`src/sv/tpd_pkg.sv`:
```
// Shared types and constants of the tunnel PDU deframer.
// No dependencies; used by every module of the block by scoped names.
package tpd_pkg;

    localparam int unsigned FRAME_LEN_W = 17;
    localparam int unsigned ACTION_W    = 4;
    localparam int unsigned CFG_DATA_W  = 17;
    localparam int unsigned OUT_TDATA_W = 40;

    localparam logic [FRAME_LEN_W-1:0] MAX_FRAME_RESET = 17'd65790;
    localparam logic [ACTION_W-1:0]    ACTION_RESET    = 4'd2;
    localparam logic [7:0]             MIN_HEADER_LEN  = 8'd4;
    localparam logic [7:0]             MIN_SUB_LEN     = 8'd2;
    localparam logic [7:0]             MAX_SUB_TYPE    = 8'd1;

    localparam logic CFG_MAX_FRAME      = 1'b0;
    localparam logic CFG_HIGHEST_ACTION = 1'b1;

    typedef enum logic [2:0] {
        ERR_NONE     = 3'd0,
        ERR_SHORT    = 3'd1,
        ERR_OVERSIZE = 3'd2,
        ERR_ACTION   = 3'd3,
        ERR_SUBHDR   = 3'd4,
        ERR_EARLIER  = 3'd5
    } err_code_t;

    typedef struct packed {
        logic [FRAME_LEN_W-1:0] max_frame_bytes;
        logic [ACTION_W-1:0]    highest_action;
    } cfg_t;

    typedef struct packed {
        logic                data_valid;
        logic [7:0]          data_byte;
        logic                frame_end;
        logic [ACTION_W-1:0] frame_action;
        logic [7:0]          header_bytes;
        logic [15:0]         payload_bytes;
        err_code_t           error_code;
    } result_t;

endpackage

```
`src/sv/tpd_parser.sv`:
```
// Frame parser of the tunnel PDU deframer: per-frame state registers and
// the single-pass next-state and result logic. Depends on tpd_pkg.
module tpd_parser (
    input  logic             aclk,
    input  logic             aresetn,
    input  tpd_pkg::cfg_t    cfg,
    input  logic             in_fire,
    input  logic [7:0]       in_byte,
    output logic             res_valid,
    output tpd_pkg::result_t res
);

    typedef enum logic [1:0] {
        PH_LEN  = 2'd0,
        PH_TYPE = 2'd1,
        PH_BODY = 2'd2
    } phase_t;

    logic [tpd_pkg::FRAME_LEN_W-1:0] pos_reg, pos_next;
    logic [tpd_pkg::ACTION_W-1:0]    action_reg, action_next;
    logic [15:0]                     pay_len_reg, pay_len_next;
    logic [7:0]                      hdr_len_reg, hdr_len_next;
    logic [7:0]                      sub_rem_reg, sub_rem_next;
    phase_t                          phase_reg, phase_next;
    logic                            bad_action_reg, bad_action_next;
    logic                            bad_sub_reg, bad_sub_next;
    logic                            sticky_reg, sticky_next;

    always_ff @(posedge aclk) begin
        if (!aresetn) begin
            pos_reg        <= '0;
            action_reg     <= '0;
            pay_len_reg    <= '0;
            hdr_len_reg    <= '0;
            sub_rem_reg    <= '0;
            phase_reg      <= PH_LEN;
            bad_action_reg <= 1'b0;
            bad_sub_reg    <= 1'b0;
            sticky_reg     <= 1'b0;
        end else if (in_fire) begin
            pos_reg        <= pos_next;
            action_reg     <= action_next;
            pay_len_reg    <= pay_len_next;
            hdr_len_reg    <= hdr_len_next;
            sub_rem_reg    <= sub_rem_next;
            phase_reg      <= phase_next;
            bad_action_reg <= bad_action_next;
            bad_sub_reg    <= bad_sub_next;
            sticky_reg     <= sticky_next;
        end
    end

    always_comb begin
        logic [tpd_pkg::FRAME_LEN_W-1:0] total;
        logic [tpd_pkg::FRAME_LEN_W-1:0] pos_inc;
        logic [7:0]                      left;
        logic                            last;
        logic                            finish;
        logic                            fault;
        tpd_pkg::err_code_t              fault_code;

        pos_next        = pos_reg;
        action_next     = action_reg;
        pay_len_next    = pay_len_reg;
        hdr_len_next    = hdr_len_reg;
        sub_rem_next    = sub_rem_reg;
        phase_next      = phase_reg;
        bad_action_next = bad_action_reg;
        bad_sub_next    = bad_sub_reg;
        sticky_next     = sticky_reg;
        res_valid       = 1'b0;
        res             = '0;
        finish          = 1'b0;
        fault           = 1'b0;
        fault_code      = tpd_pkg::ERR_NONE;
        total           = '0;
        pos_inc         = pos_reg + 1'b1;
        left            = hdr_len_reg - pos_reg[7:0];
        last            = 1'b0;

        if (sticky_reg) begin
            res_valid        = 1'b1;
            res.error_code   = tpd_pkg::ERR_EARLIER;
        end else if (pos_reg == '0) begin
            action_next     = in_byte[3:0];
            hdr_len_next    = '0;
            pay_len_next    = '0;
            bad_action_next = (in_byte[7:4] != 4'd0) || (in_byte[3:0] > cfg.highest_action);
            bad_sub_next    = 1'b0;
            sub_rem_next    = '0;
            phase_next      = PH_LEN;
            pos_next        = pos_inc;
        end else if (pos_reg == 17'd1) begin
            pay_len_next = {8'd0, in_byte};
            pos_next     = pos_inc;
        end else if (pos_reg == 17'd2) begin
            pay_len_next = {in_byte, pay_len_reg[7:0]};
            pos_next     = pos_inc;
        end else if (pos_reg == 17'd3) begin
            hdr_len_next = in_byte;
            total        = {9'd0, in_byte} + {1'b0, pay_len_reg};
            if (in_byte < tpd_pkg::MIN_HEADER_LEN) begin
                fault      = 1'b1;
                fault_code = tpd_pkg::ERR_SHORT;
            end else if (total > cfg.max_frame_bytes) begin
                fault      = 1'b1;
                fault_code = tpd_pkg::ERR_OVERSIZE;
            end else if (total == 17'd4) begin
                finish = 1'b1;
            end else begin
                pos_next = pos_inc;
            end
        end else begin
            total = {9'd0, hdr_len_reg} + {1'b0, pay_len_reg};
            last  = (pos_inc == total);
            if (pos_reg < {9'd0, hdr_len_reg}) begin
                if (!bad_sub_reg) begin
                    case (phase_reg)
                        PH_LEN: begin
                            if (in_byte < tpd_pkg::MIN_SUB_LEN || in_byte > left) begin
                                bad_sub_next = 1'b1;
                            end else begin
                                sub_rem_next = in_byte - tpd_pkg::MIN_SUB_LEN;
                                phase_next   = PH_TYPE;
                            end
                        end
                        PH_TYPE: begin
                            if (in_byte > tpd_pkg::MAX_SUB_TYPE) begin
                                bad_sub_next = 1'b1;
                            end else begin
                                phase_next = (sub_rem_reg == 8'd0) ? PH_LEN : PH_BODY;
                            end
                        end
                        default: begin
                            if (sub_rem_reg != 8'd0) begin
                                sub_rem_next = sub_rem_reg - 8'd1;
                            end
                            if (sub_rem_reg <= 8'd1) begin
                                phase_next = PH_LEN;
                            end
                        end
                    endcase
                end
                if (last) begin
                    finish = 1'b1;
                end else begin
                    pos_next = pos_inc;
                end
            end else if (last) begin
                finish = 1'b1;
            end else begin
                pos_next = pos_inc;
                if (!bad_action_reg && !bad_sub_reg) begin
                    res_valid         = 1'b1;
                    res.data_valid    = 1'b1;
                    res.data_byte     = in_byte;
                    res.frame_action  = action_reg;
                    res.header_bytes  = hdr_len_reg;
                    res.payload_bytes = pay_len_reg;
                end
            end
        end

        if (finish) begin
            if (bad_action_next) begin
                fault      = 1'b1;
                fault_code = tpd_pkg::ERR_ACTION;
            end else if (bad_sub_next) begin
                fault      = 1'b1;
                fault_code = tpd_pkg::ERR_SUBHDR;
            end else begin
                res_valid     = 1'b1;
                res.frame_end = 1'b1;
                res.data_valid = (pos_reg >= {9'd0, hdr_len_reg}) && (pos_reg > 17'd3);
                res.data_byte  = res.data_valid ? in_byte : 8'd0;
                res.frame_action  = action_next;
                res.header_bytes  = hdr_len_next;
                res.payload_bytes = pay_len_next;
                pos_next     = '0;
                sub_rem_next = '0;
                phase_next   = PH_LEN;
            end
        end

        if (fault) begin
            res_valid         = 1'b1;
            res               = '0;
            res.frame_action  = action_next;
            res.header_bytes  = hdr_len_next;
            res.payload_bytes = pay_len_next;
            res.error_code    = fault_code;
            sticky_next       = 1'b1;
            pos_next          = '0;
            sub_rem_next      = '0;
            phase_next        = PH_LEN;
        end
    end

    a_sticky_holds: assert property (@(posedge aclk) disable iff (!aresetn)
        sticky_reg |=> sticky_reg)
        else $error("sticky error cleared without reset");

    a_error_sets_sticky: assert property (@(posedge aclk) disable iff (!aresetn)
        (in_fire && res_valid && res.error_code != tpd_pkg::ERR_NONE) |=> sticky_reg)
        else $error("error result did not latch sticky error");

    a_sticky_result: assert property (@(posedge aclk) disable iff (!aresetn)
        (in_fire && sticky_reg) |-> (res_valid && res.error_code == tpd_pkg::ERR_EARLIER
                                     && !res.data_valid && !res.frame_end))
        else $error("item after an error not reported as earlier error");

    a_end_is_clean: assert property (@(posedge aclk) disable iff (!aresetn)
        (in_fire && res_valid && res.frame_end) |=> (pos_reg == '0))
        else $error("frame end did not restart frame position");

endmodule

```
`src/sv/tpd_out_stage.sv`:
```
// Result register with a skid stage for the tunnel PDU deframer.
// Parts the input handshake from the result handshake. Depends on tpd_pkg.
module tpd_out_stage (
    input  logic             aclk,
    input  logic             aresetn,
    input  logic             push,
    input  tpd_pkg::result_t push_data,
    output logic             in_ready,
    output logic             out_valid,
    output tpd_pkg::result_t out_data,
    input  logic             out_ready
);

    logic             out_valid_reg, out_valid_next;
    logic             skid_valid_reg, skid_valid_next;
    tpd_pkg::result_t out_data_reg, out_data_next;
    tpd_pkg::result_t skid_data_reg, skid_data_next;

    always_comb begin
        out_valid_next  = out_valid_reg;
        skid_valid_next = skid_valid_reg;
        out_data_next   = out_data_reg;
        skid_data_next  = skid_data_reg;
        if (!out_valid_reg || out_ready) begin
            if (skid_valid_reg) begin
                out_valid_next  = 1'b1;
                out_data_next   = skid_data_reg;
                skid_valid_next = 1'b0;
            end else begin
                out_valid_next = push;
                out_data_next  = push_data;
            end
        end else if (push) begin
            skid_valid_next = 1'b1;
            skid_data_next  = push_data;
        end
    end

    always_ff @(posedge aclk) begin
        if (!aresetn) begin
            out_valid_reg  <= 1'b0;
            skid_valid_reg <= 1'b0;
        end else begin
            out_valid_reg  <= out_valid_next;
            skid_valid_reg <= skid_valid_next;
        end
        out_data_reg  <= out_data_next;
        skid_data_reg <= skid_data_next;
    end

    assign in_ready  = !skid_valid_reg;
    assign out_valid = out_valid_reg;
    assign out_data  = out_data_reg;

    a_skid_behind_out: assert property (@(posedge aclk) disable iff (!aresetn)
        skid_valid_reg |-> out_valid_reg)
        else $error("skid stage holds an item while result register is empty");

    a_no_push_when_full: assert property (@(posedge aclk) disable iff (!aresetn)
        skid_valid_reg |-> !push)
        else $error("item pushed while skid stage is full");

    a_skid_drains: assert property (@(posedge aclk) disable iff (!aresetn)
        (skid_valid_reg && out_ready) |=> (out_valid_reg && out_data_reg == $past(skid_data_reg)))
        else $error("skid item not moved to result register");

endmodule

```
`src/sv/tunnel_pdu_deframer_core.sv`:
```
// Top level of the tunnel PDU deframer: configuration registers, frame
// parser and result stage. Depends on tpd_pkg, tpd_parser, tpd_out_stage.
//
// Usage:
//   s_tvalid/s_tready/s_tdata carry the received tunnel stream, one byte per
//   item. Each frame is an action/flags byte, a little-endian payload length,
//   a header length, subheaders and payload. m_tvalid/m_tready/m_tdata carry
//   results: payload bytes of good frames (m_tuser high), frame summaries on
//   the last byte (m_tlast high), and error reports. Header bytes give no
//   result unless they end or fault the frame.
//   Each accepted byte's result is registered in the result stage for m_*.
//   Throughput is one byte per cycle while s_tready is high, set by the parser.
//   A two-entry result register and skid stage lets s_tready stay high while
//   one result waits; s_tready drops only once both entries hold results.
//   Reset (aresetn low, synchronous) clears the frame state, the sticky error
//   and both result entries and loads max_frame_bytes 65790, highest_action 2.
//   After any error every further byte gives error code 5 until reset.
//   cfg_wr_en writes cfg_wdata to register cfg_index at the clock edge;
//   write it only while the block is idle.
module tunnel_pdu_deframer_core (
    input  logic                             aclk,
    input  logic                             aresetn,
    input  logic                             cfg_wr_en,
    input  logic                             cfg_index,
    input  logic [tpd_pkg::CFG_DATA_W-1:0]   cfg_wdata,
    input  logic                             s_tvalid,
    output logic                             s_tready,
    input  logic [7:0]                       s_tdata,   // in_byte
    output logic                             m_tvalid,
    input  logic                             m_tready,
    // data_byte[7:0], frame_action[11:8], header_bytes[19:12],
    // payload_bytes[35:20], error_code[38:36], zero[39]
    output logic [tpd_pkg::OUT_TDATA_W-1:0]  m_tdata,
    output logic                             m_tlast,   // frame_end
    output logic                             m_tuser    // data_valid
);

    tpd_pkg::cfg_t    cfg_reg;
    logic             in_fire;
    logic             res_valid;
    tpd_pkg::result_t res;
    tpd_pkg::result_t out_res;

    always_ff @(posedge aclk) begin
        if (!aresetn) begin
            cfg_reg.max_frame_bytes <= tpd_pkg::MAX_FRAME_RESET;
            cfg_reg.highest_action  <= tpd_pkg::ACTION_RESET;
        end else if (cfg_wr_en) begin
            case (cfg_index)
                tpd_pkg::CFG_MAX_FRAME:      cfg_reg.max_frame_bytes <= cfg_wdata;
                tpd_pkg::CFG_HIGHEST_ACTION: cfg_reg.highest_action  <= cfg_wdata[3:0];
                default: ;
            endcase
        end
    end

    assign in_fire = s_tvalid && s_tready;

    tpd_parser u_parser (
        .aclk      (aclk),
        .aresetn   (aresetn),
        .cfg       (cfg_reg),
        .in_fire   (in_fire),
        .in_byte   (s_tdata),
        .res_valid (res_valid),
        .res       (res)
    );

    tpd_out_stage u_out (
        .aclk      (aclk),
        .aresetn   (aresetn),
        .push      (in_fire && res_valid),
        .push_data (res),
        .in_ready  (s_tready),
        .out_valid (m_tvalid),
        .out_data  (out_res),
        .out_ready (m_tready)
    );

    assign m_tdata = {1'b0, out_res.error_code, out_res.payload_bytes, out_res.header_bytes,
                      out_res.frame_action, out_res.data_byte};
    assign m_tlast = out_res.frame_end;
    assign m_tuser = out_res.data_valid;

endmodule

```
`config.mk`:
```
export PLATFORM = sky130hd
export DESIGN_NAME = tunnel_pdu_deframer_core
export DESIGN_NICKNAME = d
export VERILOG_FILES = /design/src/sv/tpd_pkg.sv /design/src/sv/tpd_parser.sv /design/src/sv/tpd_out_stage.sv /design/src/sv/tunnel_pdu_deframer_core.sv
export SDC_FILE = /design/constraint.sdc
export NUM_CORES = 1
export LEC_CHECK = 0
export BUFFER_PORTS_ARGS = -buffer_cell sky130_fd_sc_hd__buf_2
export CORE_MARGIN = 5
export CORE_UTILIZATION = 55
export CTS_CLUSTER_DIAMETER = 30
export DETAILED_ROUTE_END_ITERATION = 10
export PLACE_DENSITY = 0.85
export SYNTH_ARGS = -nofsm -noshare
export SYNTH_HDL_FRONTEND = slang
export SYNTH_SLANG_ARGS = --single-unit
```
`constraint.sdc`:
```
create_clock -name aclk -period 9.3 [get_ports aclk]
set_input_delay 0.465 -clock aclk [delete_from_list [all_inputs] [get_ports aclk]]
set_output_delay 0.465 -clock aclk [all_outputs]
set_load 0.02 [all_outputs]
```
==> impl_results.md <==
* Status: finished, final reports clean
* Placed Cells incl. Taps at 1,420
* IO Pins at 75
* Post-Synthesis Cells at roughly 1,200
* Pleak at ~0.0046 µW
* WS Path Type: reg -> reg
* Most used DFF post-synth: edfxtp_1
* Routability Congestion at about 1
* Antenna cells at 0
* Die H at around 150 µm
* Ys async rst share at 0%
* Tmin final at ~5.6 ns
* RSZ-0062 raised after global routing: no
* Seq/Total Area, Yosys at 39.2%
* Post-DP HPWL at slightly above 20,000 µm
* Resized cells post-CTS at 0
* Initial antenna violation count at 0
* Met1 Track Usage GR at about a third
* Pwr dens at between 150 and 200 nW/µm²
* Row Count at 50
* Worst Setup End Kind: register
* Core area at roughly 19,000 µm²
* Via/cell ratio at about 6.3
* Most crowded layer after global routing: met2
* CP Max Fanout at 32
* Post-Layout Cell Count at ~1,500
* Clk buf depth at 2
* First-pass GRT wire length at about 45,000 µm
* Final setup violation count at 0
* Total gr overflow at 0
* CTS tree: built
* CP startpoint kind: register
* Hold-fix buffers, CTS at 0
* Actual slew at the worst max-slew pin at 1.05 ns
* DRT Pass-1 Iters at 7
* Nets at between 1,000 and 1,500
* Total Routing Usage GR at 25.4%
* Max VDD drop at 0.139 mV
* Fraction of layout cells with a size suffix above 1 at 13.4%
* Yosys reg bits at 163
* PnR worst setup slack at 3.65 ns
* Clock sink count at between 150 and 200
* Drt wl/cell at around 19 µm
* Starting DRT DRC Count at between 900 and 1,000
* Initial Utilization at 55.7%
* Worst reg2reg path endpoint: u_out.skid_data_reg[4]
* Die Wd at ~150 µm
* Largest net degree at the start of global routing at 46
* Place WS at 3.52 ns
* IO buf count at between 70 and 80
* Avg Inst Size Synth at roughly 9.0 µm²
* Root buf cell: clkbuf_16
* Setup TNS at 0 ns
* TritonCTS Buffers at 17
* Post-route DRC at 0
* Worst-path clk slew at roughly 0.080 ns
* Hold path depth at 3
* Worst skew pair latency at ~0.45 ns
* Synth unique cells at 84
* Worst rel slew slack at 29.7%
* Syn. warnings at 0
* Die area at between 20,000 and 25,000 µm²
* R2R Setup Slk at between 3 and 4 ns
* Max-cap violation count at 0
* Post-Syn Nets at ~1,300
* Reg-to-Reg Start: u_parser.pay_len_reg[0]
* Hold Path Class: in -> reg
* Fin Clk Skew at about 0.015 ns
* ANT nets after route at 0
* Met3 usage at about 5.5%
* Worst hold start: cfg_wdata[16]
* Hold Path End: cfg_reg[20]
* Post-CTS setup buffer count at 0
* Via count at 9,112
* Final hold vios at 0
* Layout area overhead at 10.1%
* Max Slew Vio Count at 0
* Vias in the first global route at about 8,700
* CTS H-tree lvls at 4
* FF-to-FF path depth at 17
* Critical path data arrival time at 5.80 ns
* Req. time, crit path at around 9.5 ns
* Cell Area, Synth at ~10,000 µm²
* FMAX at approximately 180 MHz
* Met2 usage in global routing at a little over two fifths
* Final WL at around 28,000 µm
* Period Utilization, post-route at between 60% and 70%
* Post-synth EDFFs at about 80
* Finished Core Util at slightly above 60%
worst max-delay path, cell delays in order (launching register included):
cell and delay [ns]:
dfxtp_1 0.45, ha_1 0.22, inv_1 0.06, fa_1 0.43
nand2b_1 0.20, a211oi_1 0.49, o21ai_0 0.29, xnor2_1 0.20
ha_1 0.32, nand4_1 0.14, or4_1 0.57, o211ai_1 0.20
nand4_1 0.22, a31oi_1 0.62, nor2_4 0.15, a21oi_1 0.30
nor3_2 0.19, buf_4 0.29
cells in the final DEF (no fill, tap or decap), types with 6 or more instances in the layout:
cell type,count
o211ai_1,20
dfxtp_1,81
xnor2_1,40
and3_1,10
nor4_1,8
nand4_1,15
o21ai_0,50
a21oi_1,79
nand3_1,34
or2_2,8
ha_1,67
mux2_2,17
o21ai_1,17
buf_2,73
nand2b_1,6
nor2b_1,27
or3_1,16
inv_1,67
a211oi_1,10
a22o_1,8
nor2_1,75
a21o_1,16
and2_1,13
o31ai_1,14
a22oi_1,24
buf_4,7
a31oi_1,10
edfxtp_1,82
o21a_1,14
nand2_1,135
clkbuf_16,17
nor3_1,29
xor2_1,17
per-layer routing:
metal	vias to the layer above	share of wire (%)
li1	4319	-
met1	4245	40
met2	470	47
met3	78	9.7
met4	0	3.1
met5	-	0
area by class of cell:
type	count	area, µm²
fill	1511	7230
inverter	69	259
multi-input combinational	874	5840
timing repair buffer	80	418
tap	234	293
clock inverter	14	145
sequential	163	4080
clock buffer	18	429
metrics by stage:
| step | hold slack (ns) | power, µW | cell area, µm² |
|---|---|---|---|
| after floorplan | 0.436 | 1010 | 10400 |
| after global placement | 0.444 | 1090 | 10900 |
| after detailed placement | 0.450 | 1100 | 10900 |
| after CTS | 0.232 | 1780 | 11500 |
| after global routing | 0.245 | 1850 | 11500 |
| final | 0.237 | 1790 | 11500 |
where the power goes:
group | internal (µW) | switching (µW) | leakage (µW)
clock | 357 | 336 | 0.000268
sequential | 780 | 13.5 | 0.00152
combinational | 99.9 | 201 | 0.00285
synthesized netlist by cell type (9+ instances only):
master / count / area (µm²)
or3_1: 16 / 100
nor4_1: 9 / 56.3
nand3_1: 34 / 170
ha_1: 67 / 838
nor3_1: 30 / 150
buf_2: 9 / 45.0
a21oi_1: 79 / 395
a21o_1: 16 / 120
inv_1: 67 / 251
xnor2_1: 40 / 350
edfxtp_1: 82 / 2460
xor2_1: 17 / 149
o21a_1: 14 / 105
nor2b_1: 27 / 169
o21ai_1: 17 / 85.1
a211oi_1: 10 / 75.1
and3_1: 10 / 62.6
o211ai_1: 20 / 150
and2_1: 13 / 81.3
dfxtp_1: 81 / 1620
mux2_2: 17 / 191
nand4_1: 15 / 93.8
o31ai_1: 14 / 105
nor2_1: 75 / 282
nand2_1: 135 / 507
a31oi_1: 10 / 62.6
o21ai_0: 50 / 250
a22oi_1: 24 / 180
clkbuf_1: 44 / 165
worst max-delay path by stage:
| stage | startpoint | endpoint |
|---|---|---|
| after floorplan | s_tdata[1] | u_out.skid_data_reg[0] |
| after global placement | s_tdata[1] | u_out.skid_data_reg[18] |
| after detailed placement | s_tdata[1] | u_out.skid_data_reg[18] |
| after CTS | u_parser.pay_len_reg[0] | u_out.skid_data_reg[4] |
| after global routing | u_parser.pay_len_reg[0] | u_out.skid_data_reg[30] |
| final | u_parser.pay_len_reg[0] | u_out.skid_data_reg[4] |
cells by family (layout without fill, tap and decap cells):
logic type      count (synthesis)  in the layout  share of synthesized area, %
other cells                     1              1                        0.0360
flops                         163            163                          39.2
simple gates                  418            418                          20.6
xor+xnor                       60             60                          5.38
buf+inv                       127            181                          4.83
compound gates                303            303                          19.1
fa+ha+maj                      70             70                          8.62
mux                            22             22                          2.32
Note: power is estimated with default switching activity, not from simulation.
